==> config.mk <==
export PLATFORM = sky130hd
export DESIGN_NAME = gtbi_ctrl
export DESIGN_NICKNAME = d
export VERILOG_FILES = /design/src/design/gtbi_pkg.sv /design/src/design/gtbi_ctrl.sv
export SDC_FILE = /design/constraint.sdc
export NUM_CORES = 1
export LEC_CHECK = 0
export ABC_AREA = 1
export ABC_CLOCK_PERIOD_IN_PS = 4300
export BUFFER_PORTS_ARGS = -buffer_cell sky130_fd_sc_hd__clkbuf_2
export CAP_MARGIN = 20
export CORE_MARGIN = 3
export CORE_UTILIZATION = 53
export DETAILED_ROUTE_END_ITERATION = 16
export PLACE_DENSITY = 0.83
export SLEW_MARGIN = 10
export SYNTH_ARGS = -nofsm -noshare
export SYNTH_HDL_FRONTEND = slang
export SYNTH_SLANG_ARGS = --single-unit
export TNS_END_PERCENT = 5
==> constraint.sdc <==
create_clock -name clock -period 4.3 [get_ports clock]
set_clock_uncertainty 0.2 [all_clocks]
set_input_delay 0.215 -clock clock [delete_from_list [all_inputs] [get_ports clock]]
set_output_delay 0.215 -clock clock [all_outputs]
set_load 0.02 [all_outputs]
==> src/design/gtbi_pkg.sv <==
// shared types and constants for the gimbal table interpolator
`default_nettype none
package gtbi_pkg;
   localparam int unsigned TipColsDefault    = 128;
   localparam int unsigned TiltRowsDefault   = 128;
   localparam int unsigned TipOffsetDefault  = 38;
   localparam int unsigned TiltOffsetDefault = 55;
   localparam logic [30:0] StepReset         = 31'd4685049;
   localparam int unsigned DivIters          = 36;

   localparam logic [1:0] DIV_TIP  = 2'd0;
   localparam logic [1:0] DIV_TILT = 2'd1;
   localparam logic [1:0] DIV_LERP = 2'd2;

   localparam logic [1:0] LERP_AB_X = 2'd0;
   localparam logic [1:0] LERP_CD_X = 2'd1;
   localparam logic [1:0] LERP_AC_Y = 2'd2;
   localparam logic [1:0] LERP_EF_Y = 2'd3;

   typedef struct packed {
      logic       write_en;
      logic       query_load;
      logic       div_start;
      logic [1:0] div_sel;
      logic       store_x;
      logic       store_y;
      logic       grid_eval;
      logic       idx_eval;
      logic       rd_en;
      logic [1:0] rd_sel;
      logic       mul_en;
      logic [1:0] lerp_op;
      logic       motor;
      logic       lerp_store;
      logic       out_load;
   } cmd_type;

   typedef struct packed {
      logic div_done;
      logic index_err;
      logic corners_ok;
      logic grid_x;
      logic grid_y;
      logic rsp_full;
   } status_type;
endpackage
`default_nettype wire

==> src/design/gtbi_ctrl.sv <==
// controller: sequences grid split, index check, reads and interpolations
`default_nettype none
module gtbi_ctrl (
   input  wire logic                 clock,
   input  wire logic                 reset,
   input  wire logic                 req_valid,
   input  wire logic                 req_func,
   output logic                      req_stall,
   input  wire gtbi_pkg::status_type st,
   output gtbi_pkg::cmd_type         cmd
);
   import gtbi_pkg::*;

   localparam logic [3:0] S_IDLE  = 4'd0;
   localparam logic [3:0] S_DIVX  = 4'd1;
   localparam logic [3:0] S_WX    = 4'd2;
   localparam logic [3:0] S_DIVY  = 4'd3;
   localparam logic [3:0] S_WY    = 4'd4;
   localparam logic [3:0] S_GRID  = 4'd5;
   localparam logic [3:0] S_IDX   = 4'd6;
   localparam logic [3:0] S_RD    = 4'd7;
   localparam logic [3:0] S_LSEL  = 4'd8;
   localparam logic [3:0] S_MUL   = 4'd9;
   localparam logic [3:0] S_LDIV  = 4'd10;
   localparam logic [3:0] S_LWAIT = 4'd11;
   localparam logic [3:0] S_FIN   = 4'd12;

   logic [3:0] state_ff, state_in;
   logic [2:0] cnt_ff, cnt_in;
   logic [1:0] idx_ff, idx_in;
   logic       motor_ff, motor_in;
   logic [1:0] n_ops;
   logic [1:0] op;

   always_comb begin
      if (st.grid_x && st.grid_y) begin
         n_ops = 2'd0;
         op    = LERP_AB_X;
      end else if (st.grid_x) begin
         n_ops = 2'd1;
         op    = LERP_AC_Y;
      end else if (st.grid_y) begin
         n_ops = 2'd1;
         op    = LERP_AB_X;
      end else begin
         n_ops = 2'd3;
         unique case (idx_ff)
            2'd0:    op = LERP_AB_X;
            2'd1:    op = LERP_CD_X;
            default: op = LERP_EF_Y;
         endcase
      end
   end

   always_comb begin
      state_in  = state_ff;
      cnt_in    = cnt_ff;
      idx_in    = idx_ff;
      motor_in  = motor_ff;
      cmd       = '0;
      cmd.lerp_op = op;
      cmd.motor   = motor_ff;
      cmd.rd_sel  = cnt_ff[1:0];
      req_stall = (state_ff != S_IDLE);
      unique case (state_ff)
         S_IDLE: begin
            if (req_valid && !req_func) begin
               cmd.write_en = 1'b1;
            end else if (req_valid) begin
               cmd.query_load = 1'b1;
               state_in = S_DIVX;
            end
         end
         S_DIVX: begin
            cmd.div_start = 1'b1;
            cmd.div_sel   = DIV_TIP;
            state_in      = S_WX;
         end
         S_WX: begin
            if (st.div_done) begin
               cmd.store_x = 1'b1;
               state_in    = S_DIVY;
            end
         end
         S_DIVY: begin
            cmd.div_start = 1'b1;
            cmd.div_sel   = DIV_TILT;
            state_in      = S_WY;
         end
         S_WY: begin
            if (st.div_done) begin
               cmd.store_y = 1'b1;
               state_in    = S_GRID;
            end
         end
         S_GRID: begin
            cmd.grid_eval = 1'b1;
            state_in      = S_IDX;
         end
         S_IDX: begin
            cmd.idx_eval = 1'b1;
            cnt_in       = '0;
            state_in     = S_RD;
         end
         S_RD: begin
            // four reads, none on an index error, then wait for the read and corner capture registers
            if (st.index_err) begin
               state_in = S_LSEL;
            end else begin
               cmd.rd_en = !cnt_ff[2];
               cnt_in    = cnt_ff + 1'b1;
               if (cnt_ff == 3'd5) begin
                  state_in = S_LSEL;
               end
            end
            idx_in   = '0;
            motor_in = 1'b0;
         end
         S_LSEL: begin
            if (st.index_err || !st.corners_ok || n_ops == 2'd0) begin
               state_in = S_FIN;
            end else if (idx_ff == n_ops) begin
               if (motor_ff) begin
                  state_in = S_FIN;
               end else begin
                  motor_in = 1'b1;
                  idx_in   = '0;
               end
            end else begin
               state_in = S_MUL;
            end
         end
         S_MUL: begin
            cmd.mul_en = 1'b1;
            state_in   = S_LDIV;
         end
         S_LDIV: begin
            cmd.div_start = 1'b1;
            cmd.div_sel   = DIV_LERP;
            state_in      = S_LWAIT;
         end
         S_LWAIT: begin
            if (st.div_done) begin
               cmd.lerp_store = 1'b1;
               idx_in         = idx_ff + 1'b1;
               state_in       = S_LSEL;
            end
         end
         S_FIN: begin
            if (!st.rsp_full) begin
               cmd.out_load = 1'b1;
               state_in     = S_IDLE;
            end
         end
         default: begin
            state_in = S_IDLE;
         end
      endcase
   end

   always_ff @(posedge clock) begin
      if (reset) begin
         state_ff <= S_IDLE;
      end else begin
         state_ff <= state_in;
      end
      cnt_ff   <= cnt_in;
      idx_ff   <= idx_in;
      motor_ff <= motor_in;
   end

   a_rd_no_err: assert property (@(posedge clock) disable iff (reset)
      cmd.rd_en |-> !st.index_err)
      else $error("table read with an off-table index");
   a_write_idle: assert property (@(posedge clock) disable iff (reset)
      cmd.write_en |-> state_ff == S_IDLE && !req_stall)
      else $error("table write outside idle");
   a_div_wait: assert property (@(posedge clock) disable iff (reset)
      cmd.div_start |=> !st.div_done)
      else $error("divider done right after start");
endmodule
`default_nettype wire

==> metrics.md <==
| Metric | Value |
|---|---|
| Post-CTS sizing | `0` |
| Clk slew on worst S/H paths | `approximately 80 ps` |
| First-pass GRT wire length | `approximately 3.2 mm` |
| Asr flop ratio synth | `0%` |
| Worst Setup End Kind | `output pin` |
| Top cells by area, synth | `edfxtp_1, nand2_1, nor2_1, dfxtp_1, inv_1` |
| Area Growth Syn to Fin | `19.5%` |
| Max-slew headroom | `a little over two thirds` |
| Fillers | `158` |
| Synth Area per Inst | `around 6.3 um2` |
| PortBufs | `28` |
| Initial Util | `57.9%` |
| Pwr dens | `550 nW/um2` |
| FP Rows | `14` |
| Ports | `29` |
| Design Power | `0.000586 W` |
| Wire length per cell | `10.7 um` |
| Max IR drop VDD | `roughly 0.38 mV` |
| Leading area contributor after synthesis | `edfxtp_1` |
| Status | `complete, no violations` |
| Post-route ant nets | `0` |
| Post-synth EDFFs | `6` |
| CTS tree | `built` |
| Sequential area share after synthesis | `29.2%` |
| Clk Latency, worst-skew pair | `270 ps` |
| Post-route design area | `1070 um2` |
| Die area | `2210 um2` |
| CP max stage cell | `dfxtp_1` |
| Die width | `47.0 um` |
| Initial antenna violation count | `0` |
| Hold Path Class | `in2reg` |
| Largest net degree at the start of global routing | `9` |
| Grt ovf | `0` |
| Dpl cell area | `1030 um2` |
| Tmin final | `approximately 1900 ps` |
| Post-synth top area share | `20.2%` |
| Critical path arrival | `~1500 ps` |
| Final wirelength | `just over 2 mm` |
| Clk sinks | `10` |
| Core area | `1540 um2` |
| WP data required | `3880 ps` |
| Vias in the first global route | `786` |
| DRC Markers | `0` |
| TritonCTS Buffers | `3` |
| Maxcap violations | `0` |
| Layout cells sized above 1 | `26.2%` |
| RePlAce Congestion | `0.911` |
| Vias per cell | `5.05` |
| Final TNS setup | `0 ps` |
| Tightest Pin Transition | `about 440 ps` |
| Final Cycle Share | `43.9%` |
| Dpl hpwl | `about 1.7 mm` |
| Critical path class | `reg2out` |
| Crit path launch type | `flip-flop` |
| CP max FO | `7` |
| Die height | `47.0 um` |
| Fin nets | `~190` |
| Final setup viols | `0` |
| Clk buf depth | `2` |
| Synthesis-stage register bit count | `10` |
| FF+latch area | `260 um2` |
| Distinct cells, synth | `21` |
| H-tree depth | `1` |
| DR vias | `949` |
| Max-slew violations | `0` |
| Fin Hold WS | `between 200 and 300 ps` |
| CP cell instances | `inv_2 > nor2_1 > nand2_1 > nor2_1 > clkbuf_2` |
| Area of the multi-input gates | `519 um2` |
| Post-Syn Nets | `~160` |
| Root Driver | `clkbuf_4` |
| Largest delay share family, worst path | `flip-flops` |
| Most used cell, CP | `nor2_1` |
| Gr usage total | `20.5%` |
| Fmax | `approximately 530 MHz` |
| TritonRoute pass-1 iters | `4` |
| DR iter-0 viols | `24` |
| Ys flop type | `edfxtp_1` |
| CP bufs+invs | `2` |
| Antenna Cells | `0` |
| Syn. warnings | `0` |
| Worst stage delay on the critical path | `510 ps` |
| Post-synthesis cell count | `around 140` |
| Mapped Area | `892 um2` |
| Leak | `about 0.6 nW` |
| RSZ-0062 raised after global routing | `no` |
| Final Hold Viols | `0` |
## state kept, by name (all words and copies together), names as in the netlist
name and flops:
state_ff 4, cnt_ff 3, idx_ff 2, motor_ff 1
## Yosys cell counts (3+ instances only)
cell type  instances
o21ai_0            3
nand2_2            3
ha_1               4
edfxtp_1           6
dfxtp_1            4
nor2_1            31
a21oi_1            4
nand2_1           32
nor2_2             5
inv_1             21
nor3_1             3
buf_4              3
inv_2              3
o21ai_1            3
nand3_1           11
## cell type report
| cell class | instances | share of cell area [%] |
|---|---|---|
| multi-input cells | 105 | 48.7 |
| flip-flops and latches | 10 | 24.4 |
| repair buffers | 29 | 14.1 |
| inverters | 24 | 8.45 |
| clock buffers | 3 | 2.11 |
| well taps | 16 | 1.88 |
| clock inverters | 1 | 0.352 |
## per-layer routing
metal / part of all wire (%) / wire length [um] / vias to the layer above / track usage, %
li1: - / - / 498 / -
met1: 42 / 848 / 418 / 26.0
met2: 51 / 1020 / 27 / 35.0
met3: 5.7 / 114 / 6 / 3.83
met4: 1.3 / 27 / 0 / 6.63
met5: 0 / 0 / - / 0
## final timing paths
path,startpoint,to,slack (ps),cells past startpoint
max,state_ff[3],cmd[1],2410,5
min,st[3],state_ff[0],300,6
max reg2reg,state_ff[0],state_ff[1],2610,8
min reg2reg,state_ff[0],state_ff[0],350,2
## what timing repair did
| item | in CTS | in global routing |
|---|---|---|
| buffers inserted | 0 | 0 |
| hold endpoints to repair | 2 | 0 |
| hold buffers | 1 | 0 |
## kinds of logic after synthesis
logic type      after synthesis  share of synthesized area, %
fa+ha+maj                     4                          5.61
buf+inv                      27                          12.6
flops                        10                          29.2
simple gates                 90                          46.0
xor+xnor                      1                         0.982
compound gates               10                          5.61
## through the flow
step / instances / utilization [%] / worst slack, ps
after detailed placement: 183 / 66.8 / 2630
after global placement: 183 / 66.8 / 2630
final: 188 / 69.2 / 2410
after CTS: 188 / 69.2 / 2410
after floorplan: 142 / - / 2520
after global routing: 188 / 69.2 / 2210
## placed cells by master (no fill, tap or decap)
cell	Yosys	routed
clkbuf_4	0	3
nor2_1	31	31
inv_1	21	21
ha_1	4	4
nor2_4	1	1
nand2_4	1	1
nand3_1	11	11
nand2_1	32	32
o21ai_0	3	3
clkinv_1	0	1
nand3b_1	1	1
nor3_1	3	3
nor2_2	5	5
nand3_4	1	1
a21oi_1	4	4
nor4_1	1	1
clkbuf_2	0	28
inv_2	3	3
nand2_2	3	3
dfxtp_1	4	4
edfxtp_1	6	6
o21ai_1	3	3
dlygate4sd3_1	0	1
xnor2_1	1	1
## worst register-to-register path, delay by kind of cell (launching register included)
kind	cells	cell delay, ps
flip-flops	1	370
buffers and inverters	1	40
AND/OR/NAND/NOR	7	970
## where the power goes
part / internal [W] / switching (W) / leakage (nW)
logic: 0.000116 / 0.000241 / 0.509
registers: 0.000124 / 0.0000363 / 0.0821
clock network: 0.0000335 / 0.0000351 / 0.0154
Note: power is estimated with default switching activity, not from simulation.
